`config.mk`:
```
export PLATFORM = sky130hd
export DESIGN_NAME = event_stream_deframer
export DESIGN_NICKNAME = d
export VERILOG_FILES = /design/src/rtl/core/esd_pkg.sv /design/src/rtl/core/esd_parse.sv /design/src/rtl/core/event_stream_deframer.sv
export VERILOG_INCLUDE_DIRS = /design/src /design/src/rtl/core
export SDC_FILE = /design/constraint.sdc
export NUM_CORES = 1
export LEC_CHECK = 0
export ABC_AREA = 1
export BUFFER_PORTS_ARGS = -buffer_cell sky130_fd_sc_hd__buf_4
export CORE_MARGIN = 5
export CORE_UTILIZATION = 35
export DETAILED_ROUTE_END_ITERATION = 16
export GPL_ROUTABILITY_DRIVEN = 0
export PLACE_DENSITY = 0.53
export SLEW_MARGIN = 20
export SYNTH_ARGS = -nofsm -noshare
export SYNTH_HDL_FRONTEND = slang
export SYNTH_HIERARCHICAL = 1
export SYNTH_SLANG_ARGS = --single-unit
```
`constraint.sdc`:
```
create_clock -name clk -period 7.91 [get_ports clk]
set_clock_uncertainty 0.2 [all_clocks]
set_input_delay 0.3955 -clock clk [delete_from_list [all_inputs] [get_ports clk]]
set_output_delay 0.3955 -clock clk [all_outputs]
set_load 0.05 [all_outputs]
```
`src/rtl/core/event_stream_deframer_macros.svh`:
```
// Assertion macros for the event stream deframer.
// Needs a clk and an active-low rst_n in the scope of each use.
`ifndef EVENT_STREAM_DEFRAMER_MACROS_SVH
`define EVENT_STREAM_DEFRAMER_MACROS_SVH

`ifndef ASSERT_OFF
`define ESD_ASSERT_IMP(lbl, ante, cons, msg) \
    lbl: assert property (@(posedge clk) disable iff (!rst_n) (ante) |-> (cons)) \
        else $error(msg);
`define ESD_ASSERT_NXT(lbl, ante, cons, msg) \
    lbl: assert property (@(posedge clk) disable iff (!rst_n) (ante) |=> (cons)) \
        else $error(msg);
`else
`define ESD_ASSERT_IMP(lbl, ante, cons, msg)
`define ESD_ASSERT_NXT(lbl, ante, cons, msg)
`endif

`endif

```
`src/rtl/core/esd_pkg.sv`:
```
// Types and character constants for the event stream deframer.
// No dependencies.
package esd_pkg;

    localparam logic [7:0] CH_LF    = 8'h0A;
    localparam logic [7:0] CH_CR    = 8'h0D;
    localparam logic [7:0] CH_COLON = 8'h3A;
    localparam logic [7:0] CH_SPACE = 8'h20;

    typedef enum logic [2:0] {
        KIND_NAME_RESTART = 3'd0,
        KIND_NAME_BYTE    = 3'd1,
        KIND_DATA_BYTE    = 3'd2,
        KIND_DISPATCH     = 3'd3,
        KIND_DISCARD      = 3'd4
    } esd_kind_t;

    typedef enum logic [1:0] {
        PHASE_FIELD       = 2'd0,
        PHASE_EVENT_VALUE = 2'd1,
        PHASE_DATA_VALUE  = 2'd2,
        PHASE_SKIP        = 2'd3
    } esd_phase_t;

    typedef struct packed {
        esd_phase_t  phase;
        logic        line_is_empty;
        logic [2:0]  match_pos;
        logic        could_event;
        logic        could_data;
        logic        value_at_start;
        logic        cr_held;
        logic        event_has_data;
    } esd_state_t;

    typedef struct packed {
        esd_kind_t   kind;
        logic [7:0]  data;
    } esd_entry_t;

    typedef struct packed {
        logic        vld;
        esd_entry_t  ent;
    } esd_result_t;

    typedef struct packed {
        esd_state_t  st;
        esd_result_t res;
    } esd_step_t;

endpackage

```
`src/rtl/core/esd_parse.sv`:
```
// Combinational line parser: one input byte against the parser state.
// Gives the next state and up to two results. Depends on esd_pkg.
module esd_parse (
    input  esd_pkg::esd_state_t  st,
    input  logic [7:0]           in_byte,
    output esd_pkg::esd_state_t  st_next,
    output esd_pkg::esd_result_t res0,
    output esd_pkg::esd_result_t res1
);
    import esd_pkg::*;

    localparam esd_result_t NO_RES = '{vld: 1'b0, ent: '{kind: KIND_NAME_RESTART, data: 8'h00}};

    function automatic logic [7:0] event_char(logic [2:0] pos);
        logic [7:0] ch;
        unique case (pos)
            3'd0:    ch = 8'h65;
            3'd1:    ch = 8'h76;
            3'd2:    ch = 8'h65;
            3'd3:    ch = 8'h6E;
            3'd4:    ch = 8'h74;
            default: ch = 8'h00;
        endcase
        return ch;
    endfunction

    function automatic logic [7:0] data_char(logic [2:0] pos);
        logic [7:0] ch;
        unique case (pos)
            3'd0:    ch = 8'h64;
            3'd1:    ch = 8'h61;
            3'd2:    ch = 8'h74;
            3'd3:    ch = 8'h61;
            default: ch = 8'h00;
        endcase
        return ch;
    endfunction

    function automatic esd_step_t line_byte(esd_state_t s, logic [7:0] c);
        esd_step_t r;
        logic      ce;
        logic      cd;
        r.st = s;
        r.res = NO_RES;
        r.st.line_is_empty = 1'b0;
        unique case (s.phase)
            PHASE_FIELD:
            begin
                if (c == CH_COLON)
                begin
                    if (s.line_is_empty)
                    begin
                        r.st.phase = PHASE_SKIP;
                    end
                    else if (s.could_event && s.match_pos == 3'd5)
                    begin
                        r.res = '{vld: 1'b1, ent: '{kind: KIND_NAME_RESTART, data: 8'h00}};
                        r.st.phase = PHASE_EVENT_VALUE;
                        r.st.value_at_start = 1'b1;
                    end
                    else if (s.could_data && s.match_pos == 3'd4)
                    begin
                        if (s.event_has_data)
                        begin
                            r.res = '{vld: 1'b1, ent: '{kind: KIND_DATA_BYTE, data: CH_LF}};
                        end
                        r.st.event_has_data = 1'b1;
                        r.st.phase = PHASE_DATA_VALUE;
                        r.st.value_at_start = 1'b1;
                    end
                    else
                    begin
                        r.st.phase = PHASE_SKIP;
                    end
                end
                else
                begin
                    ce = s.could_event && (s.match_pos < 3'd5) && (event_char(s.match_pos) == c);
                    cd = s.could_data && (s.match_pos < 3'd4) && (data_char(s.match_pos) == c);
                    r.st.could_event = ce;
                    r.st.could_data = cd;
                    if (ce || cd)
                    begin
                        r.st.match_pos = s.match_pos + 3'd1;
                    end
                    else
                    begin
                        r.st.phase = PHASE_SKIP;
                    end
                end
            end
            PHASE_EVENT_VALUE, PHASE_DATA_VALUE:
            begin
                r.st.value_at_start = 1'b0;
                if (!(s.value_at_start && c == CH_SPACE))
                begin
                    r.res.vld = 1'b1;
                    r.res.ent.kind = (s.phase == PHASE_EVENT_VALUE) ? KIND_NAME_BYTE
                                                                    : KIND_DATA_BYTE;
                    r.res.ent.data = c;
                end
            end
            PHASE_SKIP:
            begin
                r.st.phase = PHASE_SKIP;
            end
        endcase
        return r;
    endfunction

    function automatic esd_step_t line_end(esd_state_t s);
        esd_step_t r;
        r.st = s;
        r.res = NO_RES;
        if (s.line_is_empty)
        begin
            r.res.vld = 1'b1;
            r.res.ent.kind = s.event_has_data ? KIND_DISPATCH : KIND_DISCARD;
            r.st.event_has_data = 1'b0;
        end
        else if (s.phase == PHASE_FIELD)
        begin
            if (s.could_event && s.match_pos == 3'd5)
            begin
                r.res = '{vld: 1'b1, ent: '{kind: KIND_NAME_RESTART, data: 8'h00}};
            end
            else if (s.could_data && s.match_pos == 3'd4)
            begin
                if (s.event_has_data)
                begin
                    r.res = '{vld: 1'b1, ent: '{kind: KIND_DATA_BYTE, data: CH_LF}};
                end
                r.st.event_has_data = 1'b1;
            end
        end
        r.st.phase = PHASE_FIELD;
        r.st.line_is_empty = 1'b1;
        r.st.match_pos = 3'd0;
        r.st.could_event = 1'b1;
        r.st.could_data = 1'b1;
        r.st.value_at_start = 1'b0;
        r.st.cr_held = 1'b0;
        return r;
    endfunction

    esd_step_t  step_a;
    esd_step_t  step_b;
    esd_state_t st_mid;

    always_comb
    begin
        step_a = '{st: st, res: NO_RES};
        step_b = '{st: st, res: NO_RES};
        st_mid = st;
        res0 = NO_RES;
        res1 = NO_RES;
        if (in_byte == CH_LF)
        begin
            step_a = line_end(st);
            st_next = step_a.st;
            res0 = step_a.res;
        end
        else
        begin
            // release a held CR as an ordinary line byte
            if (st.cr_held)
            begin
                st_mid.cr_held = 1'b0;
                step_a = line_byte(st_mid, CH_CR);
                st_mid = step_a.st;
                res0 = step_a.res;
            end
            if (in_byte == CH_CR)
            begin
                st_mid.cr_held = 1'b1;
                st_next = st_mid;
            end
            else
            begin
                step_b = line_byte(st_mid, in_byte);
                st_next = step_b.st;
                res1 = step_b.res;
            end
        end
    end

endmodule

```
`src/rtl/core/event_stream_deframer.sv`:
```
// Event stream deframer top level: parser state, parser and a three-entry result queue.
// Depends on esd_pkg, esd_parse and event_stream_deframer_macros.svh.
//
// Takes one byte of event-stream text per cycle and returns tagged name bytes, data bytes
// and dispatch or discard marks. A byte goes through the parser in the cycle it is
// accepted and its results land in a three-entry output queue, so the first result can
// be taken in the next cycle. Most bytes give zero or one result and the block sustains
// one byte per cycle while in_stall is low; a byte that releases a held CR can give two
// results, which can leave two or more entries queued and raise in_stall until the consumer
// drains them. in_stall is set only by the queue fill level, never by out_stall directly.
`include "event_stream_deframer_macros.svh"

module event_stream_deframer (
    input  logic       clk,
    input  logic       rst_n,
    input  logic       in_valid,
    output logic       in_stall,
    input  logic [7:0] in_byte,
    output logic       out_valid,
    input  logic       out_stall,
    output logic [2:0] out_kind,
    output logic [7:0] out_byte
);
    import esd_pkg::*;

    localparam esd_state_t ST_RESET = '{
        phase:          PHASE_FIELD,
        line_is_empty:  1'b1,
        match_pos:      3'd0,
        could_event:    1'b1,
        could_data:     1'b1,
        value_at_start: 1'b0,
        cr_held:        1'b0,
        event_has_data: 1'b0
    };

    esd_state_t  state_reg;
    esd_state_t  state_next;
    esd_state_t  parse_st;
    esd_result_t res0;
    esd_result_t res1;

    esd_entry_t  q_reg [0:2];
    esd_entry_t  q_next [0:2];
    logic [1:0]  cnt_reg;
    logic [1:0]  cnt_next;

    logic        in_acc;
    logic        pop;
    logic [1:0]  push_n;
    logic [1:0]  base;
    esd_entry_t  push_first;

    esd_parse u_parse (
        .st      (state_reg),
        .in_byte (in_byte),
        .st_next (parse_st),
        .res0    (res0),
        .res1    (res1)
    );

    assign in_stall  = (cnt_reg >= 2'd2);
    assign in_acc    = in_valid && !in_stall;
    assign out_valid = (cnt_reg != 2'd0);
    assign pop       = out_valid && !out_stall;
    assign out_kind  = q_reg[0].kind;
    assign out_byte  = q_reg[0].data;

    assign push_n     = in_acc ? ({1'b0, res0.vld} + {1'b0, res1.vld}) : 2'd0;
    assign push_first = res0.vld ? res0.ent : res1.ent;
    assign base       = cnt_reg - {1'b0, pop};

    always_comb
    begin
        state_next = in_acc ? parse_st : state_reg;
    end

    always_comb
    begin
        // advance the queue on a pop, then append behind the remaining entries
        if (pop)
        begin
            q_next[0] = q_reg[1];
            q_next[1] = q_reg[2];
            q_next[2] = q_reg[2];
        end
        else
        begin
            q_next[0] = q_reg[0];
            q_next[1] = q_reg[1];
            q_next[2] = q_reg[2];
        end
        if (push_n != 2'd0)
        begin
            q_next[base] = push_first;
        end
        if (push_n == 2'd2)
        begin
            q_next[2'(base + 2'd1)] = res1.ent;
        end
        cnt_next = base + push_n;
    end

    always_ff @(posedge clk or negedge rst_n)
    begin
        if (!rst_n)
        begin
            state_reg <= ST_RESET;
            cnt_reg   <= 2'd0;
        end
        else
        begin
            state_reg <= state_next;
            cnt_reg   <= cnt_next;
        end
    end

    always_ff @(posedge clk)
    begin
        q_reg[0] <= q_next[0];
        q_reg[1] <= q_next[1];
        q_reg[2] <= q_next[2];
    end

    `ESD_ASSERT_IMP(a_tag_byte_zero, out_valid && out_kind != KIND_NAME_BYTE && out_kind != KIND_DATA_BYTE, out_byte == 8'h00, "non-byte result carries a nonzero byte")
    `ESD_ASSERT_IMP(a_two_need_cr, push_n == 2'd2, state_reg.cr_held, "two results without a held CR")
    `ESD_ASSERT_NXT(a_lf_clears_cr, in_acc && in_byte == CH_LF, !state_reg.cr_held, "CR still held after LF")
    `ESD_ASSERT_NXT(a_drain_last, pop && cnt_reg == 2'd1 && !in_acc, !out_valid, "queue not empty after last pop")

endmodule

```
======== After elaboration in Yosys (flattened, before gate mapping) ========
Memories as Yosys holds them, arrays and structs flattened.
Index checks and enable logic that the tools add are counted.
operators by class
  add/sub/neg operators ................... 6
  $mul .................................... 0
  divide/modulo/power cells ............... 0
  magnitude comparators ................... 9
  equality and inequality tests ........... 28
  shift operators ......................... 0
  mux-type cells .......................... 76
  bitwise gates (word level) .............. 2
  reduce and logical (&&, ||, !) cells .... 34
operator list
  cell                                                                    number
  12-bit 2-to-1 mux                                                       10
  8-bit 2-to-1 mux                                                        15
  33-bit 2-to-1 mux                                                       3
  11-bit 2-to-1 mux                                                       7
  33-bit bitwise mux                                                      2
  13-bit 2-to-1 mux                                                       5
  7-bit case mux with 4 select lines                                      2
  11-bit demux with 2-bit select                                          2
  7-bit case mux with 3 select lines                                      2
  8-bit by 4-bit equality test with 1-bit output (second input constant)  4
  12-bit case mux with 2 select lines                                     1
  5-bit 2-to-1 mux                                                        4
  1-bit logical AND                                                       17
  8-bit by 6-bit equality test with 1-bit output (second input constant)  2
  8-bit equality test                                                     2
  2-bit 2-to-1 mux                                                        8
  3-bit by 2-bit equality test with 1-bit output (second input constant)  4
  3-bit equality test (second input constant)                             4
  3-bit less-than comparator (second input constant)                      4
  2-bit OR reduction                                                      6
  2-bit equality test (second input constant)                             5
  1-bit 2-to-1 mux                                                        9
  3-bit 2-to-1 mux                                                        3
  3-bit inequality test (second input constant)                           3
  other kinds (19)                                                        31
word-level totals
  bits in registers ....................... 13
  bits in latches ......................... 0
  RAM bits ................................ 33
  memory bits (read-only) ................. 0
  memories kept ........................... 1
memories
  name   depth  width  read ports  clocked after Yosys merged registers in  wr ports  line                         text
  q_reg  3      11     3           0                                        3         event_stream_deframer.sv:43  esd_entry_t q_reg [0:2];

======== Depth between registers and ports, before layout ========
Gate-level depths: netlist (run 1).
  depth in word-level cells ............... 28
  gate-level depth with buffers ........... 19

======== Modules after synthesis ========
The synthesis (run 1) kept the hierarchy.
by module, submodules not included
  module                 times used  cells an instance  area an instance (um2)  sequential area each (um2)
  event_stream_deframer  1           323                2369.8                  989.7
  esd_parse              1           220                1167.4                  0.0

======== Least setup slack after synthesis (run 1) ========
OpenSTA, ideal clock, no wires.
  kind .................................... register -> register
  start ................................... register state_reg[9] in the netlist's numbering
  end ..................................... memory q_reg[0][16] in the netlist's numbering
  setup time .............................. 0.113 ns
  arrival time ............................ 2.611 ns
  slack ................................... 4.986 ns
  cell stages (with the launch flop) ...... 15
  clock period less this slack ............ 2.924 ns
  cells stage by stage .................... dfrtp_1 > inv_1 > ha_1 > o21ai_0 > ha_1 > clkbuf_1 > nand2_1 > a21oi_1 > ha_1 > nand3_1 > nand2_1 > buf_2 > nand3_1 > nand3_1 > nand2_1
RTL lines
  item                      line                          text
  start: declaration        event_stream_deframer.sv:37   esd_state_t state_reg;
  start signal: assignment  event_stream_deframer.sv:113  state_reg <= state_next;
  end: declaration          event_stream_deframer.sv:43

==> out/results.tsv, run 1 <==
metric	value	unit
stdcell_area	3770	µm²
slew_headroom	0.487	
crit_required	7880	ps
fillerInstances	1112	
die_w	111	µm
synth-main-ff-cell	dfxtp_1	
power_density	296	nW/µm²
drt-pass1-iter-count	4	
root_buffer	clkbuf_8	
netlist_instances	543	
path_clk_slew	90	ps
grt_setup_unrepaired	false	
synth_area	3540	µm²
worstSetupEndpointType	register	
yosysMostFrequentCell	nand2_1	
ys_ff_latch	46	
place.port_buffers	24	
numCtsBuffers	5	
synthSimpleGateAreaFrac	0.363	
core_region_area	9820	µm²
period_share	0.472	
p_sw	0.000557	W
overflow	0	
synth.distinct_cells	41	
crit_cells	13	
power.share.switching	0.499	
placed_area	3670	µm²
grt_pass1_wl	14800	µm
via_count	3132	
ys_seq_area_frac	0.280	
critPathMaxFanout	22	
r2r-start	state_reg[9]	
clock-sinks	46	
synth_top_family_by_area	simple AND/OR/NAND/NOR gates	
synth_common_cells	156 x nand2_1, 70 x inv_1, 50 x nand3_1	
slowest_delay	470	ps
p_seq_frac	0.299	
synth_xor_area_frac	0.00990	
drc	0	
fmax	268	MHz
crit_end	q_reg[0][7]	
crit_buf_inv	1	
rr_worst_depth	13	
synth_compound_area_frac	0.114	
setup.worst_path.start	state_reg[9]	
clkPwrFrac	0.132	
die_h	111	µm
drt-initial-drc-count	138	
synth_fa_ha_area_frac	0.0531	
cts_resized	0	
n_antenna_cell	0	
cts_tree	built	
antenna_found_initial	0	
p_leak	1.95	nW
synthTopCellsByArea	dfxtp_1 19%, nand2_1 17%, inv_1 7.4%, dfrtp_1 7.1%, nand3_1 7.1%	
row_count	36	
fin_crit	3730	ps
r2r-end	q_reg[0][7]	
largest_reg_flops	33	
htreeDepth	2	
path_common_cell	nand2_1	
clockBufferDepth	2	
netlist.area_leader.share	0.187	
via_per_inst	4.62	
tns	0	ps
start_kind	register	
power	0.00111	W
slowest_stage	o21ai_0	
crit_family	simple AND/OR/NAND/NOR gates	
intPower	0.000558	W
synth_edf_count	0	
min_path_type	reg -> reg	
initial_core_util	0.360	
wl	8270	µm
place_hpwl	6680	µm
die-area	12200	µm²
r2r_setup_slack	4180	ps
crit_type	reg -> reg	
ant_nets	0	
synth_mux_area_frac	0.0350	
syn_avg_cell_area	6.51	µm²
cp_cell_sequence	inv_1 -> ha_1 -> o21ai_0 -> ha_1 -> nor2_1 -> nand2_1 -> a21oi_1 -> ha_1 -> nand3_1 -> nand2_1 -> nand2_1 -> nand2_1 -> o21ai_0	
hold_path_depth	2	
grt_pass1_vias	3175	
cp.arrival	3700	ps
outcome	finished clean	
io_pins	25	
tightest_slew	769	ps
yosysTopAreaCell	dfxtp_1	
setup_violations	0	
synth_warnings	6	
async_reset_ff_frac	0.283	
cap_violations	0	
grt_max_degree	34	
wire_per_inst	12.2	µm
combPwrFrac	0.569	
layout-drive-gt1-share	0.143	
drv_slew	0	
finalNetCount	571	
syn2layout_area_growth	6.58	%
insertion_delay	290	ps
globalRouteTotalUtil	0.139	
hold_viol_final	0	
ir_worst_vdd	0.194	mV
post_cts_buffers	0	
[routing by layer]
| layer | wire [µm] | vias to the layer above | track usage |
|---|---|---|---|
| li1 | - | 1706 | - |
| met1 | 4140 | 1381 | 0.182 |
| met2 | 3800 | 39 | 0.239 |
| met4 | 72 | 0 | 0.0312 |
| met5 | 0 | - | 0 |
| met3 | 258 | 6 | 0.0235 |
[worst min-delay path by stage]
stage,to,startpoint,slack (ps)
2_1_floorplan,cnt_reg[0],rst_n,-100
3_3_place_gp,state_reg[1],rst_n,50
3_5_place_dp,state_reg[1],rst_n,50
4_1_cts,q_reg[0][24],q_reg[0][24],250
5_1_grt,state_reg[1],rst_n,280
6_report,q_reg[0][24],q_reg[0][24],250
[power by group through the flow]
stage	Combinational [W]	Sequential (W)	Clock, W
after detailed placement	0.000637	0.000340	0
after global routing	0.000723	0.000342	0.000164
after global placement	0.000633	0.000338	0
after floorplan	0.000534	0.000332	0
final	0.000635	0.000333	0.000147
after CTS	0.000639	0.000334	0.000153
[final cells by class]
type / count / area (µm²) / share of cell area
flip-flops and latches: 46 / 990 / 0.263
repair buffers: 26 / 198 / 0.0524
well taps: 133 / 166 / 0.0441
inverters: 73 / 277 / 0.0733
multi-input cells: 392 / 2050 / 0.545
clock inverters: 2 / 13.8 / 0.00365
clock buffers: 6 / 72.6 / 0.0192
[layout by cell type, fill, tap and decap left out, types with 3 or more instances in the layout]
cell,n
nand3_1,50
nor3_1,11
o21ai_0,39
nand2_2,12
a21oi_1,9
nor2_1,39
nand4_1,4
dfxtp_1,33
inv_1,70
nand3_2,4
ha_1,15
conb_1,5
clkbuf_8,5
a21oi_2,6
nand2_1,156
nand3b_1,5
o21ai_1,6
buf_4,25
dfstp_2,3
dfrtp_1,10
mux2_2,11
[worst register-to-register path, cell delays in order (launching register included)]
cell and delay [ps]:
dfrtp_1 420, inv_1 100, ha_1 190, o21ai_0 470, ha_1 350, nor2_1 110
nand2_1 190, a21oi_1 90, ha_1 360, nand3_1 90, nand2_1 330, nand2_1 450
nand2_1 170, o21ai_0 90
[through the flow]
step | util | cells | worst slack, ps | hold slack, ps
final | 0.384 | 678 | 4180 | 247
after floorplan | - | 547 | 4990 | -100
after global routing | 0.384 | 678 | 3730 | 276
after CTS | 0.384 | 678 | 4170 | 250
after detailed placement | 0.374 | 669 | 4110 | 54.2
after global placement | 0.374 | 669 | 4160 | 51.6
[cell families after synthesis]
family | after synthesis
muxes | 11
and+or+nand+nor | 288
DFF | 46
AOI/OAI and AO/OA | 69
buffers and inverters | 109
adders and majority gates | 15
other | 1
xor gates and xnor gates | 4
[timing repair]
action / CTS / global route
endpoints found under the setup margin: 0 / 0
hold endpoints to repair: 13 / 0
hold buffers: 1 / 0
(Power assumes the default switching activity.)
==> run 2: changes to the inputs <==
==> constraint.sdc (replaced) <==
create_clock -name clk -period 3.85 [get_ports clk]
set_clock_uncertainty 0.2 [all_clocks]
set_input_delay 0.1925 -clock clk [delete_from_list [all_inputs] [get_ports clk]]
set_output_delay 0.1925 -clock clk [all_outputs]
set_load 0.05 [all_outputs]
==> out/results.tsv, run 2 (synthesis results as in run 1) <==
metric	value	unit	change
outcome	finished clean		
overflow	0		unchanged
grt-busiest-layer	met2		
drc	0		unchanged
drt-initial-drc-count	165		+20%
root_buffer	clkbuf_8		
htreeDepth	2		unchanged
place.port_buffers	24		unchanged
layout-drive-gt1-share	0.145		+0.00157
tightest_slew	796	ps	+26.4 ps
slew_headroom	0.469		-0.0176
wire_per_inst	12.0	µm	-1.2%
die-area	12200	µm²	unchanged
syn2layout_area_growth	7.29	%	
regArea	990	µm²	unchanged
post-place-ws	401	ps	-3710 ps
cap_violations	0		unchanged
use_met2	0.224		-0.0154
start_kind	register		
crit_required	3810	ps	-4070 ps
grt_setup_unrepaired	false		
grt_max_degree	34		unchanged
finalCoreUtilization	0.386		+0.00255
crit_type	reg -> reg		
tns	0	ps	unchanged
finalWorstSetupSlack	396	ps	-3780 ps
cts_resized	0		unchanged
fmax	290	MHz	+8.0%
row_count	36		unchanged
core_region_area	9820	µm²	unchanged
grt_pass1_wl	14700	µm	-0.60%
antenna_found_initial	0		unchanged
critPathMaxFanout	22		unchanged
die_w	111	µm	unchanged
insertion_delay	300	ps	about the same
slowest_delay	480	ps	about the same
ir_worst_vdd	0.352	mV	+82%
grtUsageMet1	0.189		+0.00656
use_met3	0.0274		+0.00383
cp_cell_sequence	inv_1 -> ha_1 -> o21ai_0 -> ha_1 -> nor2_1 -> nand2_1 -> a21oi_1 -> ha_1 -> nand3_1 -> nand2_1 -> nand2_1 -> nand2_1 -> o21ai_0		
path_clk_slew	90	ps	about the same
power_density	618	nW/µm²	+110%
final_cell_mix	156 x nand2_1, 70 x inv_1, 50 x nand3_1		
place_hpwl	6600	µm	-1.3%
hold_viol_final	0		unchanged
largest_reg_flops	33		unchanged
p_leak	1.96	nW	+0.72%
wl	8180	µm	-1.1%
slowest_stage	o21ai_0		
via_per_inst	4.66		+0.78%
numCtsBuffers	5		unchanged
worstSetupEndpointType	register		
globalRouteTotalUtil	0.139		+0.000257
grt_pass1_vias	3148		-0.85%
clockBufferDepth	2		unchanged
fin_crit	3450	ps	-276 ps
path_common_cell	nand2_1		
layout_commonest_cell	nand2_1		
min_path_type	in -> async		
io_pins	25		unchanged
setup_violations	0		unchanged
drt-pass1-iter-count	4		unchanged
drv_slew	0		unchanged
ant_nets	0		unchanged
die_h	111	µm	unchanged
n_antenna_cell	0		unchanged
finalNetCount	572		+0.18%
period_share	0.897		+0.426
clock-sinks	46		unchanged
cts_tree	built		
initial_core_util	0.360		unchanged
cp.arrival	3420	ps	-280 ps
fillerInstances	1104		-0.72%
multi_input_area	2050	µm²	unchanged
via_count	3161		+0.93%
==> run 2: changes by cell type in the layout (fill, tap and decap cells not counted) <==
cell,delta
clkinv_4,-1
clkbuf_16,+1
inv_4,+1
buf_4,+1
clkinv_2,-1
==> run 2: layout make-up <==
type | count | share of cell area
repair buffers | 27 | 0.0541
inverters | 73 | 0.0729
flip-flops and latches | 46 | 0.261
well taps | 133 | 0.0439
multi-input cells | 392 | 0.541
clock buffers | 7 | 0.0257
clock inverters | 1 | 0.00165
==> run 2: power breakdown <==
group          switching [W]  leakage [nW]  internal, W  total, W
clock               0.000175        0.0539     0.000169  0.000344
sequential         0.0000629         0.436     0.000621  0.000684
combinational       0.000914          1.47     0.000403   0.00132
==> run 2: per-stage QoR <==
step	hold slack [ps]	area (µm²)	power (W)	std cells
global route	65.4	3790	0.00258	679
floorplan	-303	3550	0.00178	547
finish	61.8	3790	0.00234	679
detailed placement	-147	3680	0.00201	670
global placement	-149	3680	0.00201	670
CTS	58.5	3790	0.00236	679
==> run 2: critical path, delay by kind of cell (launching register included) <==
family          cells  cell delay (ps)
buf+inv             1              100
simple gates        6             1020
flops               1              420
compound gates      3              670
fa+ha+maj           3              890
==> run 2: repair_timing <==
item / in CTS / in global routing
setup buffers: 0 / 0
hold buffers: 1 / 0
endpoints found under the setup margin: 0 / 0
endpoints found under the hold margin: 13 / 0
==> run 2: path summary, 6_finish.rpt <==
kind / from / endpoint / slack, ps / cells after the start
min in group clk: out_stall / cnt_reg[0] / 70 / 4
max in group asynchronous: rst_n / state_reg[8] / 3150 / 2
worst max-delay path: state_reg[9] / q_reg[0][2] / 400 / 13
worst min register to register: q_reg[0][24] / q_reg[0][24] / 240 / 2
worst min-delay path: rst_n / state_reg[6] / 60 / 2
worst max register to register: state_reg[9] / q_reg[0][2] / 400 / 13
==> run 2: metal layers <==
metal  part of all wire  vias to the layer above
met5                  0                        -
met4              0.012                        0
met3              0.037                        9
met2               0.45                       49
met1               0.50                     1396
li1                   -                     1707
